<file path="src/rtl/core/sdv_pkg.sv">
// Shared constants, register indexes and types for the stress divergence stencil.
// No dependencies.
`default_nettype none
package sdv_pkg;
	localparam int CFG_IDX_W  = 2;
	localparam int CFG_DATA_W = 11;
	localparam int SIZE_X_W   = 11;
	localparam int SIZE_YZ_W  = 7;
	localparam int FORCE_W    = 35;
	localparam int QDEPTH     = 4;

	localparam int DEF_MAX_NX      = 1024;
	localparam int DEF_MAX_NY      = 64;
	localparam int DEF_MAX_NZ      = 64;
	localparam int DEF_STRESS_BITS = 32;

	localparam logic [CFG_IDX_W-1:0] IDX_SOLID  = 2'd0;
	localparam logic [CFG_IDX_W-1:0] IDX_SIZE_X = 2'd1;
	localparam logic [CFG_IDX_W-1:0] IDX_SIZE_Y = 2'd2;
	localparam logic [CFG_IDX_W-1:0] IDX_SIZE_Z = 2'd3;

	localparam logic [SIZE_X_W-1:0]  RST_SIZE_X  = 11'd8;
	localparam logic [SIZE_YZ_W-1:0] RST_SIZE_YZ = 7'd8;

	typedef struct packed {
		logic                 solid;
		logic [SIZE_X_W-1:0]  size_x;
		logic [SIZE_YZ_W-1:0] size_y;
		logic [SIZE_YZ_W-1:0] size_z;
		logic                 restart;
	} cfg_t;

	typedef struct packed {
		logic pos_origin;
	} front_stat_t;
endpackage
`default_nettype wire

</file>
<file path="src/rtl/core/sdv_queue.sv">
// Short FIFO between front and back.
// Depends on sdv_pkg.
`default_nettype none
module sdv_queue #(
	parameter int W = 8
) (
	input  wire logic         clk,
	input  wire logic         arst_n,
	input  wire logic         push,
	input  wire logic [W-1:0] wdata,
	input  wire logic         pop,
	output logic [W-1:0]      rdata,
	output logic              full,
	output logic              nempty,
	output logic [$clog2(sdv_pkg::QDEPTH+1)-1:0] count
);
	import sdv_pkg::*;

	localparam int AW = $clog2(QDEPTH);

	logic [W-1:0]  ent_q [QDEPTH];
	logic [AW-1:0] wr_q, rd_q;
	logic [$clog2(QDEPTH+1)-1:0] cnt_q;

	always_ff @(posedge clk or negedge arst_n) begin
		if (!arst_n) begin
			wr_q  <= '0;
			rd_q  <= '0;
			cnt_q <= '0;
		end else begin
			if (push) wr_q <= wr_q + 1'b1;
			if (pop) rd_q <= rd_q + 1'b1;
			if (push && !pop) cnt_q <= cnt_q + 1'b1;
			else if (pop && !push) cnt_q <= cnt_q - 1'b1;
		end
	end

	always_ff @(posedge clk) begin
		if (push) ent_q[wr_q] <= wdata;
	end

	assign rdata  = ent_q[rd_q];
	assign full   = (cnt_q == ($clog2(QDEPTH+1))'(QDEPTH));
	assign nempty = (cnt_q != '0);
	assign count  = cnt_q;
endmodule
`default_nettype wire

</file>
<file path="config.mk">
export PLATFORM = sky130hd
export DESIGN_NAME = sdv_queue
export DESIGN_NICKNAME = d
export VERILOG_FILES = /design/src/rtl/core/sdv_pkg.sv /design/src/rtl/core/sdv_queue.sv
export SDC_FILE = /design/constraint.sdc
export NUM_CORES = 1
export LEC_CHECK = 0
export ABC_AREA = 1
export BUFFER_PORTS_ARGS = -buffer_cell sky130_fd_sc_hd__buf_2
export CORE_UTILIZATION = 50
export DETAILED_ROUTE_END_ITERATION = 10
export PLACE_DENSITY = 0.71
export SYNTH_ARGS = -nofsm -noshare
export SYNTH_HDL_FRONTEND = slang
export SYNTH_SLANG_ARGS = --single-unit
</file>
<file path="constraint.sdc">
create_clock -name clk -period 1.3 [get_ports clk]
set_input_delay 0.13 -clock clk [delete_from_list [all_inputs] [get_ports clk]]
set_output_delay 0.13 -clock clk [all_outputs]
set_load 0.05 [all_outputs]
</file>
* After elaboration in Yosys (flattened, before gate mapping)
Memory sizes are Yosys's and may differ from the RTL's.
Index checks and enable logic that the tools add are counted.
** Cells by class
- Reductions and logical operators :: 6
- Multiplexer cells :: 4
- Equality and inequality tests :: 1
- $add $sub $neg :: 4
** Operators by type and width (count)
- 2-to-1 mux 3 bit :: 2
- adder 2 x 1 -> 2 bit, second input constant :: 2
- adder 3 x 1 -> 3 bit, second input constant :: 1
- == test 3 bit, second input constant :: 1
- nonzero test 3 bit :: 1
- subtractor 3 x 1 -> 3 bit, second input constant :: 1
- logical AND 1 bit :: 2
- logical NOT 1 bit :: 2
- 2-to-1 mux 1 bit :: 2
- nonzero test 2 bit :: 1
** Storage, ports and cells
- Memories kept :: 1
- Bits of input ports :: 12
- Register bits after elaboration :: 7
- Output and inout bits :: 13
- Logic and storage cells :: 19
- Memory bits (writable) :: 32
** Memory list
- ent_q :: words 4, bits a word 8, read ports 1, clocked after Yosys merged registers in 0, wr ports 1, RTL line sdv_queue.sv:21 : logic [W-1:0] ent_q [QDEPTH];

* Depth between registers and ports, before layout
Gate-level depths: netlist (run 1).
- Depth in word-level cells :: 4
- Depth in mapped cells :: 9
- Gate-level depth less buffers :: 9

* Least setup slack after synthesis (run 1)
No wires, ideal clock.
- Kind :: register -> output
- Start point :: register cnt_q[2], in the netlist count[2]
- End point :: output port full
- Required time :: 1170 ps
- Setup slack :: -647 ps
- Path buffers :: 0
- Stages on the path, launching flop included :: 3
- Data arrival time :: 1817 ps
- Cells stage by stage :: dfrtp_1 inv_1 nor3_1
** Between the ends
- Word-level cells in the longest chain between the ends :: 1
** Ends and longest elaborated chain
- from (decl) :: RTL line sdv_queue.sv:23 : logic [$clog2(QDEPTH+1)-1:0] cnt_q;
- from (signal assigned) :: RTL line sdv_queue.sv:33 : if (push && !pop) cnt_q <= cnt_q + 1'b1;
- from (signal assigned) :: RTL line sdv_queue.sv:34 : else if (pop && !push) cnt_q <= cnt_q - 1'b1;
- == test 3 bit :: RTL line sdv_queue.sv:43 : assign full = (cnt_q == ($clog2(QDEPTH+1))'(QDEPTH));
- to (decl) :: RTL line sdv_queue.sv:13 : output logic full,
No other way between the ends.

* Worst setup path in the final report (run 1)
- Start point :: register rd_q[0]
- End point :: output port rdata[1]
** Between the ends
- Word-level cells in the longest chain between the ends :: 1
** Ends and longest elaborated chain
- from (decl) :: RTL line sdv_queue.sv:22 : logic [AW-1:0] wr_q, rd_q;
- from (signal assigned) :: RTL line sdv_queue.sv:32 : if (pop) rd_q <= rd_q + 1'b1;
- memory (4 x 8 bit)
- to (decl) :: RTL line sdv_queue.sv:12 : output logic [W-1:0] rdata,
No other way between the ends.

==> impl_metrics.json, run 1 <==
{
  "syn_to_final_growth_pct": 32.6,
  "drt-total-wl_um": 3240,
  "cp.arrival_ns": 1.41,
  "power.density_nw_per_um2": 2570,
  "min_path_type": "primary input to flop",
  "ctsLongestPathBuffers": 2,
  "drtAntennaViolNets": 0,
  "fin_skew_ns": 0.0119,
  "postPlaceCellArea_sq_um": 1950,
  "htreeDepth": 2,
  "grt_pass1_vias": 1083,
  "internal_power_mw": 3.30,
  "timing.fmax_mhz": 649,
  "synthCells": 142,
  "drc_errors": 0,
  "worst_pin_slew_ns": 0.249,
  "grt_antenna_before_repair": 0,
  "drv_slew": 0,
  "status": "finished, violations left",
  "grt_pass1_wl_um": 5000,
  "numCtsBuffers": 5,
  "synth_top_family_by_area": "buffers and inverters",
  "power_frac_seq": 0.329,
  "combPwrFrac": 0.532,
  "cts_tree": "built",
  "clockRootBuffer": "clkbuf_4",
  "critPathTopFamily": "flip-flops",
  "use_met3": 0.0640,
  "boundaryPins": 25,
  "crit_slowest_cell": "dfrtp_2",
  "grtUsageMet2": 0.330,
  "rsz0062_at_grt": "yes",
  "fin_cells": 241,
  "synth_cell_types": 19,
  "whs_ns": 0.0711,
  "crit_path_max_incr_delay_ns": 0.46,
  "crit_chain": "buf_12 > o211ai_1 > nand2_1 > buf_6",
  "die_h_um": 60.5,
  "dp_slack_ns": 0.0109,
  "hold_viol_final": 0,
  "path_buf_inv": 2,
  "nets": 214,
  "leakage_nw": 1.03,
  "seq_area_frac_synth": 0.665,
  "clk_latency_ns": 0.35,
  "top_usage_layer": "met2",
  "crit_type": "flop to output pin",
  "muxShareOfSynthArea": 0,
  "crit_path_max_fanout": 15,
  "synth-simple-area-share": 0.0952,
  "n_antenna_cell": 0,
  "drtIter0Drc": 42,
  "start_util": 0.542,
  "clockPowerShare": 0.139,
  "ys_seq_elements": 39,
  "synth_compound_area_frac": 0.0761,
  "yosysWarnings": 0,
  "layout_commonest_cell": "nand2_1",
  "switchingPower_mw": 2.52,
  "swShare": 0.433,
  "stdcell_area_sq_um": 2270,
  "setup_viol": 10,
  "vias": 1144,
  "period_minus_slack_ns": 1.54,
  "die_area_sq_um": 3660,
  "grt_max_degree": 31,
  "violations": "setup timing",
  "cts_num_sinks": 39,
  "drv_cap": 0,
  "die_width_um": 60.5,
  "worstPathRequired_ns": 1.17,
  "use_met1": 0.244,
  "syn_area_per_cell_sq_um": 12.0,
  "syn_area_sq_um": 1710,
  "drtPass1Iterations": 4,
  "fin_tns_setup_ns": -1.81,
  "synth-xor-area-share": 0.0205,
  "wire_per_inst_um": 13.5,
  "path_clk_slew_ns": 0.11,
  "slew_headroom": 0.835,
  "layout_common_cells": "38 x nand2_1, 32 x edfxtp_1, 26 x inv_1",
  "portBuffers": 24,
  "core_sq_um": 3150,
  "peakVddDrop_mv": 1.05,
  "viasPerCell": 4.75,
  "place_congestion": 0.796,
  "synthAdderAreaFrac": 0.0483,
  "start_kind": "flop",
  "fin_ws_ns": -0.241,
  "gr-total-overflow": 0,
  "dpl.hpwl_um": 2140,
  "dp.cells": 216,
  "drive_above_1_share": 0.315,
  "grtUsageTotal": 0.199,
  "syn-num-nets": 160,
  "fp-row-count": 20,
  "period_share": 1.19,
  "cp-end-kind": "output pin"
}
[through the flow]
stage / total power, mW / util
finish: 5.82 / 0.719
detailed placement: 4.42 / 0.618
CTS: 5.64 / 0.700
global route: 6.13 / 0.719
floorplan: 3.83 / -
global placement: 4.35 / 0.618
[tightest hold or removal path: stages]
cell and delay [ns]:
buf_2 0.10, buf_4 0.11, xor2_1 0.05
[kinds of logic (layout without fill, tap and decap cells)]
logic type | count (synthesis) | count (layout)
flops | 39 | 39
fa+ha+maj | 6 | 6
compound gates | 17 | 17
buf+inv | 34 | 89
xor+xnor | 4 | 4
simple gates | 42 | 42
[final timing paths]
check | from | end | slack [ns] | cells after the start
min in group asynchronous | arst_n | count[2] | 0.14 | 2
hold / removal | pop | rd_q[0] | 0.07 | 3
setup / recovery | rd_q[0] | rdata[1] | -0.24 | 4
hold reg to reg | count[1] | count[1] | 0.59 | 2
setup reg to reg | count[0] | count[2] | -0.04 | 6
max in group asynchronous | arst_n | rd_q[0] | 0.97 | 2
[layer usage]
layer  routed length (um)  part of all wire
met5                    0                 0
met4                   40             0.012
met3                   94             0.029
met2                 1670              0.51
met1                 1440              0.45
[power groups by stage]
stage / logic (mW) / registers [mW] / clock network, mW
global placement: 2.44 / 1.91 / 0
floorplan: 1.82 / 2.01 / 0
CTS: 2.92 / 1.90 / 0.826
global route: 3.31 / 1.95 / 0.874
finish: 3.10 / 1.92 / 0.808
detailed placement: 2.49 / 1.93 / 0
[synthesized netlist by cell type (all sizes together)]
cell type / n / area, sq um
nand2: 38 / 143
edfxtp: 32 / 961
inv: 28 / 108
o211ai: 16 / 125
dfrtp: 7 / 175
buf: 5 / 50.0
ha: 5 / 62.6
xor2: 3 / 26.3
clkbuf: 1 / 5.00
fa: 1 / 20.0
nand3: 1 / 5.00
nand4: 1 / 6.26
nor2: 1 / 3.75
nor3: 1 / 5.00
o21ai: 1 / 5.00
xnor2: 1 / 8.76
[repair_timing]
action	in CTS	in global routing
buffers inserted	3	4
pin swaps	6	3
endpoints found under the hold margin	39	0
setup endpoints to repair	10	13
gates cloned	0	1
hold buffers	9	0
gates resized for setup	22	2
[sequential cells by signal (all words and copies together), names as in the netlist]
name   count
wr_q       2
ent_q     32
rd_q       2
count      3
[layout make-up]
type                       count  area [sq um]
inverter                      28           108
clock buffer                   5          37.5
sequential                    39          1140
tap                           44          55.1
fill                         231           886
timing repair buffer          53           457
clock inverter                 3          43.8
multi-input combinational     69           424
Power figures use the tool's default switching activity.
==> run 2, diff against run 1 <==
--- a/config.mk
+++ b/config.mk
@@ -10,6 +10,7 @@
 export CORE_UTILIZATION = 50
 export DETAILED_ROUTE_END_ITERATION = 10
 export PLACE_DENSITY = 0.71
+export SKIP_CTS_REPAIR_TIMING = 1
 export SYNTH_ARGS = -nofsm -noshare
 export SYNTH_HDL_FRONTEND = slang
 export SYNTH_SLANG_ARGS = --single-unit
==> run 2 against run 1 <==
- the run still ends with setup timing left
- sequential share of layout area rose by 0.34 points
- critical path depth did not move
- utilization fell by 0.48 points
- first-iteration DRC count fell by 40%
- combinational power fell by 2%
- non-clock buffer count fell by 2
- fmax fell by 0.91%
==> impl_metrics.json, run 2 (same netlist as run 1, synthesis figures left out) <==
{
  "status": "finished, violations left",
  "violations": "setup timing",
  "clockRootBuffer": "clkbuf_4",
  "grt_antenna_before_repair": 0,
  "boundaryPins": 25,
  "numCtsBuffers": 5,
  "period_minus_slack_ns": 1.56,
  "fp-row-count": 20,
  "crit_slowest_cell": "dfrtp_2",
  "start_util": 0.542,
  "largest_register_ffs": 32,
  "crit_chain": "clkbuf_16 > o211ai_1 > nand2_1 > buf_6",
  "r2r_start": "wr_q[1]",
  "worstPathRequired_ns": 1.17,
  "stdcell_area_sq_um": 2250,
  "start_kind": "flop",
  "grt_pass1_vias": 1009,
  "n_antenna_cell": 0,
  "crit_type": "flop to output pin",
  "hold_viol_final": 0,
  "syn_to_final_growth_pct": 31.8,
  "core_sq_um": 3150,
  "slew_headroom": 0.835,
  "hold_path_depth": 3,
  "fin_skew_ns": 0.0101,
  "cts_tree": "built",
  "finish.utilization": 0.714,
  "postPlaceCellArea_sq_um": 1950,
  "rsz0062_at_grt": "yes",
  "fin_total_pwr_mw": 5.77,
  "htreeDepth": 2,
  "r2r_slack_ns": 0.05,
  "crit_path_max_incr_delay_ns": 0.47,
  "die_h_um": 60.5,
  "power.density_nw_per_um2": 2560,
  "gr-total-overflow": 0,
  "grtUsageTotal": 0.188,
  "layout_commonest_cell": "nand2_1",
  "reg2reg_depth": 5,
  "drtIter0Drc": 25,
  "fillCellCount": 237,
  "grt_max_degree": 31,
  "drv_slew": 0,
  "fin_ws_ns": -0.255,
  "period_share": 1.20,
  "dpl.hpwl_um": 2140,
  "min_path_type": "primary input to flop",
  "die_area_sq_um": 3660,
  "path_clk_slew_ns": 0.11,
  "cp-end-kind": "output pin",
  "critPathTopFamily": "flip-flops",
  "ctsLongestPathBuffers": 2,
  "worst_r2r_endpoint": "ent_q[1][5]",
  "top_register": "ent_q",
  "place_congestion": 0.796,
  "vias": 1119,
  "peakVddDrop_mv": 1.06,
  "min_to": "rd_q[0]",
  "layout_common_cells": "38 x nand2_1, 32 x edfxtp_1, 26 x inv_1",
  "crit_path_max_fanout": 7,
  "wire_per_inst_um": 13.4,
  "cp.arrival_ns": 1.43,
  "die_width_um": 60.5,
  "drt-total-wl_um": 3200,
  "grt_pass1_wl_um": 4710,
  "setup_viol": 10,
  "drtPass1Iterations": 4,
  "drc_errors": 0,
  "fin_tns_setup_ns": -1.88,
  "worst_pin_slew_ns": 0.249,
  "timing.fmax_mhz": 643,
  "portBuffers": 24,
  "clk_latency_ns": 0.35,
  "drv_cap": 0,
  "leakage_nw": 1.02,
  "path_buf_inv": 2,
  "cts_num_sinks": 39,
  "drtAntennaViolNets": 0,
  "drive_above_1_share": 0.308,
  "viasPerCell": 4.68,
  "nets": 212,
  "min_from": "pop"
}
-- run 2: changes by cell type in the layout (fill, tap and decap cells not counted), sizes merged --
cell	before	now
buf	43	41
-- run 2: report_power, final --
group / internal (mW) / leakage (nW) / switching, mW
combinational: 1.17 / 0.604 / 1.87
sequential: 1.69 / 0.372 / 0.234
clock: 0.405 / 0.0452 / 0.401
-- run 2: how the worst max path moves through the flow --
stage / startpoint / end / cells past startpoint
finish: rd_q[0] / rdata[6] / 4
CTS: rd_q[0] / rdata[7] / 5
detailed placement: pop / count[2] / 9
floorplan: count[1] / count[2] / 5
global placement: pop / count[2] / 9
global route: rd_q[0] / rdata[1] / 4
-- run 2: stage by stage --
stage | setup WS (ns) | hold slack (ns) | std cells
after floorplan | 0.0156 | -0.166 | 142
after global placement | 0.0464 | -0.0241 | 216
after detailed placement | 0.0109 | -0.0145 | 216
after CTS | -0.312 | -0.404 | 224
after global routing | -0.348 | 0.0681 | 239
final | -0.255 | 0.0686 | 239
-- run 2: final cells by class --
class / count / area, sq um / share of cell area
timing repair buffer: 51 / 442 / 0.196
multi-input combinational: 69 / 424 / 0.188
clock inverter: 3 / 43.8 / 0.0194
clock buffer: 5 / 37.5 / 0.0167
inverter: 28 / 108 / 0.0478
tap: 44 / 55.1 / 0.0244
sequential: 39 / 1140 / 0.507
-- run 2: per-layer routing --
| metal | up-vias | share of wire | track usage |
|---|---|---|---|
| li1 | 578 | - | - |
| met1 | 521 | 0.44 | 0.235 |
| met2 | 16 | 0.52 | 0.300 |
| met3 | 4 | 0.025 | 0.0640 |
| met4 | 0 | 0.018 | 0.0812 |
| met5 | - | 0 | 0 |
-- run 2: worst min-delay path, stage by stage --
cell,delay [ns]
buf_2,0.10
buf_4,0.11
xor2_1,0.05
