<file path="config.mk">
export PLATFORM = sky130hd
export DESIGN_NAME = sdv_back_flat
export DESIGN_NICKNAME = d
export VERILOG_FILES = /design/src/rtl/core/sdv_pkg.sv /design/src/rtl/core/sdv_ifs.sv /design/src/rtl/core/sdv_back.sv /design/src/flat_wrapper.sv
export SDC_FILE = /design/constraint.sdc
export NUM_CORES = 1
export LEC_CHECK = 0
export ABC_CLOCK_PERIOD_IN_PS = 3600
export BUFFER_PORTS_ARGS = -buffer_cell sky130_fd_sc_hd__buf_2
export CAP_MARGIN = 30
export CORE_AREA = 2 2 266 268
export DETAILED_ROUTE_END_ITERATION = 7
export DIE_AREA = 0 0 268 270
export GPL_ROUTABILITY_DRIVEN = 1
export SLEW_MARGIN = 20
export SYNTH_ARGS = -nofsm -noshare
export SYNTH_HDL_FRONTEND = slang
export SYNTH_SLANG_ARGS = --single-unit
</file>
<file path="constraint.sdc">
create_clock -name clk -period 3.6 [get_ports clk]
set_clock_uncertainty 0.1 [all_clocks]
set_input_delay 0.54 -clock clk [delete_from_list [all_inputs] [get_ports clk]]
set_output_delay 0.54 -clock clk [all_outputs]
set_load 0.1 [all_outputs]
</file>
<file path="src/rtl/core/sdv_pkg.sv">
// Shared constants, register indexes and types for the stress divergence stencil.
// No dependencies.
`default_nettype none
package sdv_pkg;
	localparam int CFG_IDX_W  = 2;
	localparam int CFG_DATA_W = 11;
	localparam int SIZE_X_W   = 11;
	localparam int SIZE_YZ_W  = 7;
	localparam int FORCE_W    = 35;
	localparam int QDEPTH     = 4;

	localparam int DEF_MAX_NX      = 1024;
	localparam int DEF_MAX_NY      = 64;
	localparam int DEF_MAX_NZ      = 64;
	localparam int DEF_STRESS_BITS = 32;

	localparam logic [CFG_IDX_W-1:0] IDX_SOLID  = 2'd0;
	localparam logic [CFG_IDX_W-1:0] IDX_SIZE_X = 2'd1;
	localparam logic [CFG_IDX_W-1:0] IDX_SIZE_Y = 2'd2;
	localparam logic [CFG_IDX_W-1:0] IDX_SIZE_Z = 2'd3;

	localparam logic [SIZE_X_W-1:0]  RST_SIZE_X  = 11'd8;
	localparam logic [SIZE_YZ_W-1:0] RST_SIZE_YZ = 7'd8;

	typedef struct packed {
		logic                 solid;
		logic [SIZE_X_W-1:0]  size_x;
		logic [SIZE_YZ_W-1:0] size_y;
		logic [SIZE_YZ_W-1:0] size_z;
		logic                 restart;
	} cfg_t;

	typedef struct packed {
		logic pos_origin;
	} front_stat_t;
endpackage
`default_nettype wire

</file>
<file path="src/rtl/core/sdv_ifs.sv">
// Stream interfaces: lattice sites in, forces out.
// Depends on sdv_pkg.
`default_nettype none


interface sdv_force_if;
	import sdv_pkg::*;
	logic                      valid;
	logic                      ready;
	logic signed [FORCE_W-1:0] force_x, force_y, force_z;
	logic                      last_site;
	modport source(output valid, force_x, force_y, force_z, last_site, input ready);
	modport sink(input valid, force_x, force_y, force_z, last_site, output ready);
endinterface
`default_nettype wire

</file>
<file path="src/rtl/core/sdv_back.sv">
// Back end: sums neighbour stress differences into the force output register.
// Depends on sdv_pkg, sdv_ifs.
`default_nettype none
module sdv_back #(
	parameter int STRESS_BITS = sdv_pkg::DEF_STRESS_BITS
) (
	input  wire logic                                   clk,
	input  wire logic                                   arst_n,
	input  wire logic                                   nempty,
	input  wire logic [2:0][2:0][1:0][STRESS_BITS-1:0]  taps,
	input  wire logic                                   last,
	output logic                                        pop,
	sdv_force_if.source                                 forces
);
	import sdv_pkg::*;

	localparam int SB = STRESS_BITS;
	localparam int AW = ((SB > FORCE_W) ? SB : FORCE_W) + 3;

	logic              ov_q;
	logic [2:0][AW-1:0] acc;

	always_comb begin
		for (int a = 0; a < 3; a++) begin
			acc[a] = '0;
			for (int d = 0; d < 3; d++) begin
				acc[a] = acc[a] + {{(AW-SB){taps[a][d][0][SB-1]}}, taps[a][d][0]}
					- {{(AW-SB){taps[a][d][1][SB-1]}}, taps[a][d][1]};
			end
		end
	end

	assign pop = nempty && (!ov_q || forces.ready);

	always_ff @(posedge clk or negedge arst_n) begin
		if (!arst_n) begin
			ov_q <= 1'b0;
		end else if (pop) begin
			ov_q <= 1'b1;
		end else if (forces.ready) begin
			ov_q <= 1'b0;
		end
	end

	always_ff @(posedge clk) begin
		if (pop) begin
			forces.force_x   <= acc[0][FORCE_W-1:0];
			forces.force_y   <= acc[1][FORCE_W-1:0];
			forces.force_z   <= acc[2][FORCE_W-1:0];
			forces.last_site <= last;
		end
	end

	assign forces.valid = ov_q;
endmodule
`default_nettype wire

</file>
<file path="src/flat_wrapper.sv">
// flat-port wrapper written by rule: the top's interface ports become plain ports
module sdv_back_flat import sdv_pkg::*;
#(
	parameter int STRESS_BITS = sdv_pkg::DEF_STRESS_BITS
)
  (clk, arst_n, nempty, taps, last, pop, forces_valid, forces_force_x, forces_force_y, forces_force_z, forces_last_site, forces_ready);
  sdv_force_if forces_i ();
  input  wire logic clk;
  input  wire logic arst_n;
  input  wire logic nempty;
  input  wire logic [2:0][2:0][1:0][STRESS_BITS-1:0] taps;
  input  wire logic last;
  output logic pop;
  output wire logic [$bits(forces_i.valid)-1:0] forces_valid;
  output wire logic [$bits(forces_i.force_x)-1:0] forces_force_x;
  output wire logic [$bits(forces_i.force_y)-1:0] forces_force_y;
  output wire logic [$bits(forces_i.force_z)-1:0] forces_force_z;
  output wire logic [$bits(forces_i.last_site)-1:0] forces_last_site;
  input wire logic [$bits(forces_i.ready)-1:0] forces_ready;
  assign forces_valid = forces_i.valid;
  assign forces_force_x = forces_i.force_x;
  assign forces_force_y = forces_i.force_y;
  assign forces_force_z = forces_i.force_z;
  assign forces_last_site = forces_i.last_site;
  assign forces_i.ready = forces_ready;
  sdv_back #(.STRESS_BITS(STRESS_BITS)) u_core (.clk(clk), .arst_n(arst_n), .nempty(nempty), .taps(taps), .last(last), .pop(pop), .forces(forces_i));
endmodule
</file>
# ---- Yosys cells after proc, flatten, opt, wreduce, memory -nomap -nowiden
# Cells that the tools add are included.
dict set report totals {
  reg_bits 107
  inputBits 581
  output_inout_bits 108
  elab_cells 26
}
dict set report classes {
  add_sub_neg 15
  muxes 2
  reduce_logical 4
}
# cell count
set op_table {}
lappend op_table {{$sub A35 B35 Y35} 6}
lappend op_table {{$add A35 B35 Y35} 3}
lappend op_table {{$add A33 B32 Y34} 3}
lappend op_table {{$sub A32 B32 Y33} 3}
lappend op_table {{$mux W1} 2}
lappend op_table {{$reduce_bool A2 Y1} 1}
lappend op_table {{$logic_and A1 B1 Y1} 1}
lappend op_table {{$logic_not A1 Y1} 1}
lappend op_table {{$logic_or A1 B1 Y1} 1}

# ---- Depth between registers and ports, before layout
# Gate-level depths: netlist (run 1).
dict set report logic_depth {
  depth_word 5
  depth_mapped 28
}

# ---- Least setup slack after synthesis (run 1)
# No wires, ideal clock.
dict set report synth_path {
  path_type {input-to-reg}
  startpoint {input port taps[385] (netlist bit)}
  endpoint {register u_core.forces.force_z[31] (data pin)}
  t_arrival_ps 6061
  path_slack_ps -2821
  stages 27
  path_cell_list {inv_1 fa_1 inv_1 fa_1 a21oi_1 o22ai_1 a211o_1 a221oi_4 nor2b_1 a21boi_0 o21bai_1 a21oi_1 xor2_1 fa_1 fa_1 inv_1 ha_1 clkbuf_1 a21o_1 a21o_1 a221oi_1 o211ai_1 a31oi_1 nor2_1 a211o_1 a21oi_1 xnor2_1}
}
# item line_no
set synth_lines {}
lappend synth_lines {{from (decl)} flat_wrapper.sv:11} ;# input wire logic [2:0][2:0][1:0][STRESS_BITS-1:0] taps;
lappend synth_lines {{to (signal assigned)} sdv_back.sv:49} ;# forces.force_z <= acc[2][FORCE_W-1:0];
lappend synth_lines {{to (decl)} sdv_ifs.sv:12} ;# modport source(output valid, force_x, force_y, force_z, last_site, input ready);

==> results of run 1 <==
[cells in the mapped netlist, types with 6 or more instances]
cell	n	area (sq um)
sky130_fd_sc_hd__o21a_1	23	173
sky130_fd_sc_hd__inv_1	734	2760
sky130_fd_sc_hd__a221oi_1	8	70.1
sky130_fd_sc_hd__nand4_1	18	113
sky130_fd_sc_hd__o31ai_1	14	105
sky130_fd_sc_hd__and3_1	22	138
sky130_fd_sc_hd__a21boi_0	8	60.1
sky130_fd_sc_hd__a31oi_1	27	169
sky130_fd_sc_hd__xnor2_1	124	1090
sky130_fd_sc_hd__nor2_1	98	368
sky130_fd_sc_hd__a21oi_1	186	931
sky130_fd_sc_hd__edfxtp_1	106	3180
sky130_fd_sc_hd__or3_1	11	68.8
sky130_fd_sc_hd__nor2b_1	23	144
sky130_fd_sc_hd__o21ai_1	6	30.0
sky130_fd_sc_hd__o21bai_1	33	248
sky130_fd_sc_hd__and2_1	19	119
sky130_fd_sc_hd__nand2_1	91	342
sky130_fd_sc_hd__a211o_1	9	78.8
sky130_fd_sc_hd__nor3_1	20	100
sky130_fd_sc_hd__clkbuf_1	24	90.1
sky130_fd_sc_hd__and4_1	9	78.8
sky130_fd_sc_hd__ha_1	206	2580
sky130_fd_sc_hd__fa_1	300	6010
sky130_fd_sc_hd__nand2b_1	21	131
sky130_fd_sc_hd__or2_2	12	75.1
sky130_fd_sc_hd__o211ai_1	11	82.6
sky130_fd_sc_hd__o21ai_0	76	380
sky130_fd_sc_hd__a211oi_1	15	113
sky130_fd_sc_hd__a21o_1	124	931
sky130_fd_sc_hd__nand3_1	41	205
sky130_fd_sc_hd__xor2_1	56	490
sky130_fd_sc_hd__nor4_1	7	43.8
[cell type report]
class / instances / area [sq um]
antenna: 9 / 22.5
fill: 6623 / 34100
clock buffer: 10 / 229
inverter: 734 / 2780
multi-input combinational: 1694 / 19300
tap: 940 / 1180
clock inverter: 6 / 71.3
timing repair buffer: 1342 / 8610
sequential: 107 / 3210
[per-layer routing]
layer / up-vias / global-route usage
li1: 10936 / -
met4: 4 / 0.0623
met5: - / 0
met3: 93 / 0.0367
met1: 10442 / 0.239
met2: 508 / 0.356
[cell usage in the layout (no fill, tap or decap), types with 18 or more instances in the layout]
| master | synthesis | final |
|---|---|---|
| sky130_fd_sc_hd__a21oi_2 | 2 | 65 |
| sky130_fd_sc_hd__buf_6 | 0 | 51 |
| sky130_fd_sc_hd__buf_2 | 0 | 679 |
| sky130_fd_sc_hd__o21ai_1 | 6 | 26 |
| sky130_fd_sc_hd__ha_1 | 206 | 132 |
| sky130_fd_sc_hd__edfxtp_1 | 106 | 106 |
| sky130_fd_sc_hd__o21ai_2 | 1 | 26 |
| sky130_fd_sc_hd__inv_1 | 734 | 695 |
| sky130_fd_sc_hd__o21bai_1 | 33 | 25 |
| sky130_fd_sc_hd__nand2b_1 | 21 | 21 |
| sky130_fd_sc_hd__nand3_1 | 41 | 29 |
| sky130_fd_sc_hd__nor2_1 | 98 | 74 |
| sky130_fd_sc_hd__buf_4 | 0 | 607 |
| sky130_fd_sc_hd__inv_2 | 0 | 35 |
| sky130_fd_sc_hd__xnor2_1 | 124 | 101 |
| sky130_fd_sc_hd__a21o_1 | 124 | 123 |
| sky130_fd_sc_hd__nor2b_1 | 23 | 18 |
| sky130_fd_sc_hd__nand4_1 | 18 | 18 |
| sky130_fd_sc_hd__fa_1 | 300 | 285 |
| sky130_fd_sc_hd__o21ai_0 | 76 | 27 |
| sky130_fd_sc_hd__a21oi_4 | 0 | 24 |
| sky130_fd_sc_hd__xor2_1 | 56 | 45 |
| sky130_fd_sc_hd__o21a_1 | 23 | 23 |
| sky130_fd_sc_hd__ha_4 | 0 | 70 |
| sky130_fd_sc_hd__xnor2_2 | 0 | 21 |
| sky130_fd_sc_hd__nand2_1 | 91 | 71 |
| sky130_fd_sc_hd__a21oi_1 | 186 | 99 |
[registers in the layout (all words and copies together) (netlist names)]
| signal | count |
|---|---|
| u_core.forces.force_x | 35 |
| u_core.forces.force_z | 35 |
| u_core.forces.last_site | 1 |
| u_core.forces.valid | 1 |
| u_core.forces.force_y | 35 |
[path summary, 6_finish.rpt]
kind                                     start                         to  slack (ns)
setup / recovery                      taps[33]  u_core.forces.force_x[30]       -2.34
hold reg to reg            u_core.forces.valid        u_core.forces.valid        0.42
hold / removal                            last    u_core.forces.last_site        0.23
setup reg to reg           u_core.forces.valid  u_core.forces.force_y[22]        1.85
max in group asynchronous               arst_n        u_core.forces.valid        2.93
min in group asynchronous               arst_n        u_core.forces.valid        0.38
[logic make-up (layout without fill, tap and decap cells)]
family	count (synthesis)	count (layout)	share of synthesized area
AOI/OAI and AO/OA	604	604	0.180
xor gates and xnor gates	180	180	0.0708
adders and majority gates	506	506	0.386
buffers and inverters	758	2092	0.128
DFF	107	107	0.144
muxes	3	3	0.00146
other	0	9	0
and+or+nand+nor	401	401	0.0901
[what timing repair did]
action / CTS / global route
buffers inserted: 42 / 39
gates resized for setup: 242 / 166
hold buffers: 1 / 0
pin swaps: 183 / 166
setup endpoints to repair: 94 / 96
endpoints found under the hold margin: 1 / 0
[stage by stage]
| stage | hold WS, ns | util | instance area [sq um] | setup TNS (ns) | cells |
|---|---|---|---|---|---|
| floorplan | 0.144 | - | 23700 | -141.31 | 2559 |
| global placement | 0.220 | 0.470 | 32700 | -212.12 | 4765 |
| detailed placement | 0.219 | 0.470 | 32700 | -213.93 | 4765 |
| CTS | 0.194 | 0.495 | 34400 | -154.47 | 4810 |
| global route | 0.211 | 0.509 | 35400 | -171.31 | 4837 |
| finish | 0.233 | 0.510 | 35400 | -154.70 | 4842 |
==> impl_metrics.ini, run 1 <==
[clock_network]
cts_root_buf = sky130_fd_sc_hd__clkbuf_16
cts_made_buffers = 9
cts_tree = done
clk_pin_slew_ns = 0.08
worstSkewPairLatency_ns = 0.38
cts-root-to-sink-buffers = 2
clock_sink_count = 107
ctsHtreeMaxLevel = 3

[drt]
dr_pass1_iterations = 5
dr.first_iter.drc_count = 669
top_layer = met5
postRouteAntennaNets = 0
dr_total_vias = 21983
met2WireLength_um = 36800
length_of_routed_met3_wiring_um = 3910
remaining_drc_errors = 0
routedWlPerCell_um = 15.0
drt_wl_total_um = 72800
detail_route.vias_per_cell = 4.54
met1_wire_length_um = 29900

[final_layout]
post_route_cells_drive_above_1_share = 0.471
area.growth.synth_to_final_pct = 59.2
nNetsFinal = 4975

[place]
dp_slack_ns = -3.42
hpwl_um = 63300
port-buffer-count = 688
gpl.final_weighted_congestion = 0.926

[timing]
timing_max_transition_violations_final = 0
slew_headroom = 0.533
worst_pin_slew_ns = 0.700
max_clock_freq_mhz = 168
setup_repair_after_global_routing_missed_its_margin = true
fin_crit_sh = 1.65
final.min_clock_period_ns = 5.94
setup-violations-final = 94
finalWorstSetupSlack_ns = -2.34
hold_viol = 0

[grt]
first_pass_grt_wire_length_um = 113000
grt.total_usage = 0.199
grt_max_degree = 107
vias_in_the_first_global_route = 22954
antenna_found_initial = 11
globalRouteOverflowTotal = 0

[outcome]
violations = negative setup slack
outcome = complete, but fails checks

[setup_path]
crit_path_max_delay_family = compound AO/OA/AOI/OAI gates
r2r.worst_path.cells = 3
worstSetupStartpointType = input pin
crit_path_frequent_cell = sky130_fd_sc_hd__a21o_1
cp_max_fo = 3
worst-setup-path-type = input pin to flop
timing.critical_path.to_type = flop
worst_path_largest_cell_delay_ns = 0.56
crit_required_ns = 3.63
crit_cells = 24
worstPathArrival_ns = 5.97
worst_path_buf_inv = 4
crit_path_top_delay_cell = sky130_fd_sc_hd__fa_1
cells_along_the_critical_path = buf_6 -> fa_1 -> inv_2 -> ha_4 -> a21o_1 -> a21o_1 -> a2111oi_4 -> o31ai_4 -> a211o_1 -> buf_6 -> a31oi_4 -> xor2_1 -> fa_1 -> fa_1 -> inv_2 -> ha_4 -> a21o_1 -> a21o_1 -> a21o_1 -> a211oi_2 -> o311a_1 -> a31oi_4 -> o41ai_4 -> xnor2_1

[die]
floorplan.rows = 97
die_w_um = 268
overall_die_area_sq_mm = 0.0724
die_h_um = 270
floorplan.initialDensity = 0.320
boundary_pins = 689
core-area_sq_mm = 0.0695

[flow_run]
cap_viol_max_count = 0

[logic_synthesis]
synthesis.instances = 2559
ys_types = 72
ys_dominant_reg_cell = sky130_fd_sc_hd__edfxtp_1
synth-seq-area-share = 0.144
postSynth.asyncResetShare = 0.00935
syn_area_per_cell_sq_um = 8.70
synth.net_count = 3646
synth_enable_flop_cells = 106
synth_warnings = 0
ys_seq_elements = 107
mappedNetlistArea_sq_mm = 0.0223

[worst_hold_path]
worstHoldPathType = input pin to flop
hold_path_depth = 1
Power of run 1 is not shown: default switching activity piles up to over one toggle a cycle in this logic, so the estimate is an artifact.
==> run 2: changes to the inputs <==
- ABC_CLOCK_PERIOD_IN_PS: 3600 -> 6500
- CORE_AREA: 2 2 266 268 -> 2 2 268 270
- DIE_AREA: 0 0 268 270 -> 0 0 270 272
- clock period: 3.6 -> 6.5 ns (I/O delays scaled with it)
==> run 2 against run 1 <==
  * The flow still finishes with violations (negative setup slack)
  * First-iteration DRC count grew 48%
  * Die area is 1.5% higher
  * Worst hold slack better by 0.0083 ns
  * Final area down 9.9%
  * Worst setup slack better by 2.3 ns
  * Non-clock buffer count shrank 207
  * Utilization is 5.8 points lower
  * Via count is 2.5% lower
  * Final cell count fell by 4.2%
  * Count of clock-buffer cells in the layout shrank 1
  * Global-route usage shrank 0.36 points
  * Wire length rose by 1.6%
  * Critical path type unchanged
  * Critical endpoint is now u_core.forces.force_x[32]
  * Largest cell class unchanged
  * Highest routed layer unchanged
==> impl_metrics.ini, run 2 (synthesis gave the netlist of run 1 again) <==
[outcome]
outcome = complete, but fails checks
violations = negative setup slack

[grt]
grt_max_degree = 44
grt.total_usage = 0.195
antenna_found_initial = 10
gr-max-usage-layer = met2
first_pass_grt_wire_length_um = 112000
groute.layer.met3.usage = 0.0304
grt.met1_usage = 0.254
vias_in_the_first_global_route = 21494
grtUsageMet2 = 0.335
globalRouteOverflowTotal = 0

[final_layout]
nNetsFinal = 4768
mostFrequentLayoutCell = sky130_fd_sc_hd__inv_1
area.growth.synth_to_final_pct = 43.3
final_cell_mix = 720 x sky130_fd_sc_hd__inv_1, 684 x sky130_fd_sc_hd__buf_2, 438 x sky130_fd_sc_hd__buf_4
post_route_cells_drive_above_1_share = 0.380
reg.largest.list = u_core.forces.force_x x35, u_core.forces.force_y x35, u_core.forces.force_z x35

[timing]
finalWorstSetupSlack_ns = -0.0648
hold_viol = 0
setup-violations-final = 2
final.min_clock_period_ns = 6.56
slew_headroom = 0.496
worst_pin_slew_ns = 0.755
max_clock_freq_mhz = 152
setup_repair_after_global_routing_missed_its_margin = true
final.hold.worst_slack_ns = 0.241
timing_max_transition_violations_final = 0
fin_crit_sh = 1.01

[drt]
routedWlPerCell_um = 15.9
detail_route.vias_per_cell = 4.62
dr.first_iter.drc_count = 988
remaining_drc_errors = 0
drt_wl_total_um = 74000
dr_total_vias = 21441
postRouteAntennaNets = 0
dr_pass1_iterations = 5

[clock_network]
worstSkewPairLatency_ns = 0.39
cts-root-to-sink-buffers = 2
cts_tree = done
cts_made_buffers = 9
clk_pin_slew_ns = 0.09
ctsHtreeMaxLevel = 3
cts_root_buf = sky130_fd_sc_hd__clkbuf_16
clock_sink_count = 107

[die]
boundary_pins = 689
die_w_um = 270
core-area_sq_mm = 0.0708
overall_die_area_sq_mm = 0.0734
floorplan.initialDensity = 0.315
die_h_um = 272
floorplan.rows = 98

[setup_path]
worstPathArrival_ns = 6.59
timing.critical_path.to_type = flop
crit_required_ns = 6.52
cp_max_fo = 4
worst-setup-path-type = input pin to flop
worstSetupStartpointType = input pin

[place]
port-buffer-count = 688
gpl.final_weighted_congestion = 0.944
hpwl_um = 64700

[flow_run]
cap_viol_max_count = 0

[worst_hold_path]
worstHoldPathType = input pin to async pin
[run 2: per-stage QoR]
stage | utilization | cells | instance area [sq um] | setup WS, ns | TNS, ns
after floorplan | - | 2559 | 22400 | -0.100 | -0.100
after global placement | 0.426 | 4599 | 30100 | -0.739 | -16.19
after detailed placement | 0.426 | 4599 | 30100 | -0.656 | -16.89
after CTS | 0.434 | 4621 | 30700 | -0.0280 | -0.0280
after global routing | 0.451 | 4638 | 31900 | -0.270 | -2.39
final | 0.451 | 4641 | 31900 | -0.0648 | -0.107
[run 2: layer usage]
layer  vias to the layer above  wire, um
met2                       571     35900
li1                      10522         -
met5                         -        41
met1                     10249     32300
met3                        93      3840
met4                         6      1940
[run 2: final timing paths]
check	cells after the start	end	start	slack, ns
min in group clk	2	u_core.forces.valid	u_core.forces.valid	0.44
max	28	u_core.forces.force_x[32]	taps[1]	-0.06
min	1	u_core.forces.valid	arst_n	0.24
min reg2reg	2	u_core.forces.valid	u_core.forces.valid	0.44
max reg2reg	3	u_core.forces.force_z[32]	u_core.forces.valid	4.14
max in group asynchronous	1	u_core.forces.valid	arst_n	5.97
[run 2: layout make-up]
| cell class | instances | area [sq um] |
|---|---|---|
| Fill cell | 7000 | 38800 |
| Multi-Input combinational cell | 1694 | 17600 |
| Timing Repair Buffer | 1135 | 6860 |
| Sequential cell | 107 | 3210 |
| Inverter | 734 | 2760 |
| Tap cell | 950 | 1190 |
| Clock buffer | 9 | 225 |
| Clock inverter | 7 | 100 |
| Antenna cell | 5 | 12.5 |
[run 2: repair_timing]
action | 4_1_cts | 5_1_grt
cloned | 0 | 0
setup buffers | 6 | 19
setup endpoints to repair | 23 | 45
hold buffers | 0 | 0
pin swaps | 19 | 140
gates resized for setup | 36 | 234
[run 2: critical path, cell delays in order]
cell and delay, ns:
sky130_fd_sc_hd__buf_6 0.07, sky130_fd_sc_hd__inv_2 0.03, sky130_fd_sc_hd__fa_1 0.55, sky130_fd_sc_hd__inv_2 0.06
sky130_fd_sc_hd__ha_4 0.22, sky130_fd_sc_hd__a21o_1 0.16, sky130_fd_sc_hd__a21o_1 0.21, sky130_fd_sc_hd__a2111oi_4 0.38
sky130_fd_sc_hd__o31ai_4 0.12, sky130_fd_sc_hd__a211o_1 0.35, sky130_fd_sc_hd__buf_6 0.14, sky130_fd_sc_hd__a221oi_4 0.32
sky130_fd_sc_hd__o21a_1 0.22, sky130_fd_sc_hd__xor2_2 0.16, sky130_fd_sc_hd__fa_1 0.44, sky130_fd_sc_hd__fa_1 0.51
sky130_fd_sc_hd__inv_2 0.05, sky130_fd_sc_hd__ha_4 0.25, sky130_fd_sc_hd__buf_6 0.13, sky130_fd_sc_hd__a21oi_4 0.12
sky130_fd_sc_hd__o21ai_1 0.07, sky130_fd_sc_hd__a21o_1 0.17, sky130_fd_sc_hd__a21o_1 0.15, sky130_fd_sc_hd__a21o_1 0.16
sky130_fd_sc_hd__a21oi_2 0.15, sky130_fd_sc_hd__nor2_1 0.05, sky130_fd_sc_hd__a311oi_1 0.23, sky130_fd_sc_hd__o311ai_1 0.15
Power of run 2 is left out for the same reason.
==> run 3: changes to the inputs <==
- ABC_CLOCK_PERIOD_IN_PS: 6500 -> 8500
- CORE_AREA: 2 2 268 270 -> 2 2 267 269
- DIE_AREA: 0 0 270 272 -> 0 0 269 271
- GPL_ROUTABILITY_DRIVEN: 1 -> 0
- TNS_END_PERCENT: unset -> 100
- clock period: 6.5 -> 8.5 ns (I/O delays scaled with it)
==> run 3 against run 2 <==
  * The run now ends clean
  * Final area decreased by 15%
  * Sequential share of layout area increased by 1.7 points
  * First-iteration DRC count increased by 10%
  * Wire length decreased by 4.9%
  * Utilization decreased by 6.1 points
  * Worst hold slack improved by 0.19 ns
  * Largest cell class unchanged
  * Critical path depth decreased by 6
==> impl_metrics.ini, run 3 (synthesis gave the netlist of run 1 again) <==
[outcome]
outcome = complete, no violations

[timing]
hold_viol = 0
max_clock_freq_mhz = 129
setup_repair_after_global_routing_missed_its_margin = false
worst_pin_slew_ns = 0.807
final.min_clock_period_ns = 7.73
slew_headroom = 0.462
setup-violations-final = 0
finalSetupTns_ns = 0
timing_max_transition_violations_final = 0
fin_crit_sh = 0.910

[setup_path]
worstSetupStartpointType = input pin
worst-setup-path-type = input pin to flop
crit_cells = 22
worst_path_buf_inv = 4
worst_path_largest_cell_delay_ns = 0.62
worstPathArrival_ns = 7.77
crit_path_max_delay_family = compound AO/OA/AOI/OAI gates
timing.critical_path.to_type = flop
r2r.worst_path.cells = 3
crit_path_top_delay_cell = sky130_fd_sc_hd__a211oi_1
cp_max_fo = 4
crit_required_ns = 8.53
cells_along_the_critical_path = buf_2 -> inv_1 -> fa_1 -> inv_1 -> ha_1 -> a211oi_1 -> o21ai_0 -> nor2b_1 -> a21oi_1 -> xor2_1 -> fa_1 -> fa_1 -> inv_1 -> ha_1 -> and3_1 -> nand3_1 -> a211oi_1 -> o211ai_1 -> a31oi_1 -> o21ai_0 -> o41ai_1 -> xnor2_1

[final_layout]
nNetsFinal = 4329
area.growth.synth_to_final_pct = 22.1
final_cell_mix = 734 x sky130_fd_sc_hd__inv_1, 688 x sky130_fd_sc_hd__buf_2, 300 x sky130_fd_sc_hd__fa_1
fillerInstances = 7256
filler_free_cell_count_of_the_finished_design = 4202
post_route_cells_drive_above_1_share = 0.230
reg.largest.list = u_core.forces.force_x x35, u_core.forces.force_y x35, u_core.forces.force_z x35
mostFrequentLayoutCell = sky130_fd_sc_hd__inv_1

[grt]
first_pass_grt_wire_length_um = 106000
globalRouteOverflowTotal = 0
grt.total_usage = 0.191
grt_max_degree = 53
vias_in_the_first_global_route = 19637
antenna_found_initial = 17

[flow_run]
cap_viol_max_count = 0

[drt]
dr_pass1_iterations = 5
routedWlPerCell_um = 16.7
detail_route.vias_per_cell = 4.69
postRouteAntennaNets = 0
drt_wl_total_um = 70400
dr.first_iter.drc_count = 1088
remaining_drc_errors = 0
dr_total_vias = 19718

[die]
overall_die_area_sq_mm = 0.0729
core-area_sq_mm = 0.0698
die_w_um = 269
die_h_um = 271
boundary_pins = 689
floorplan.rows = 97
floorplan.initialDensity = 0.319

[place]
place_inst = 4171
port-buffer-count = 688
hpwl_um = 63100

[worst_hold_path]
worstHoldPathType = flop to flop
hold_path_depth = 2

[clock_network]
ctsHtreeMaxLevel = 3
cts-root-to-sink-buffers = 2
postCtsSetupRepairBufs = 0
clock_sink_count = 107
worstSkewPairLatency_ns = 0.40
cts_root_buf = sky130_fd_sc_hd__clkbuf_16
clk_pin_slew_ns = 0.08
cts_made_buffers = 9
cts_tree = done
post_cts_resized = 0
ctsHoldBuffers = 0

[power_and_ir_drop]
static-leakage-power_nw = 14.8
finalPower_mw = 13.0
p_per_area_mw_per_mm2 = 477
worst_ir_drop_vdd_mv = 0.305
## run 3: layout make-up
cell class	count	area [sq um]	area share
Clock buffer	9	225	0.00828
Antenna cell	15	37.5	0.00138
Clock inverter	7	76.3	0.00281
Sequential cell	107	3210	0.118
Timing Repair Buffer	696	3500	0.129
Multi-Input combinational cell	1694	16200	0.596
Inverter	734	2760	0.101
Tap cell	940	1180	0.0432
## run 3: final timing paths
path | from | end | slack (ns)
worst max-delay path | taps[193] | u_core.forces.force_y[31] | 0.77
worst min-delay path | u_core.forces.valid | u_core.forces.valid | 0.43
worst max register to register | u_core.forces.valid | u_core.forces.force_y[11] | 6.53
worst min register to register | u_core.forces.valid | u_core.forces.valid | 0.43
max in group asynchronous | arst_n | u_core.forces.valid | 7.69
min in group asynchronous | arst_n | u_core.forces.valid | 0.53
## run 3: through the flow
stage               cell area, sq um  worst slack, ns  hold slack [ns]  utilization
floorplan                      22300             1.34            0.879            -
CTS                            27200            0.950            0.431        0.389
detailed placement             26900            0.574            0.412        0.385
global placement               26900            0.492            0.392        0.385
global route                   27200            0.644            0.458        0.390
finish                         27200            0.766            0.428        0.390
## run 3: worst reg2reg max path: stages, from the launching register on
cell and delay [ns]:
sky130_fd_sc_hd__dfrtp_1 0.38, sky130_fd_sc_hd__nand2b_1 0.09, sky130_fd_sc_hd__and2_4 0.30, sky130_fd_sc_hd__buf_4 0.64
## run 3: routing by layer
layer / track usage / up-vias / share of wire
li1: - / 9652 / -
met4: 0.0791 / 2 / 0.033
met5: 0 / - / 0.00018
met3: 0.0294 / 91 / 0.058
met2: 0.323 / 623 / 0.48
met1: 0.241 / 9350 / 0.43
## run 3: power by group
group	switching [mW]	total, mW	internal (mW)
sequential	0.0913	1.39	1.30
combinational	7.14	11.1	3.94
clock	0.251	0.483	0.232
total	7.49	13.0	5.48
No activity file was read; power rests on OpenSTA's default activity.
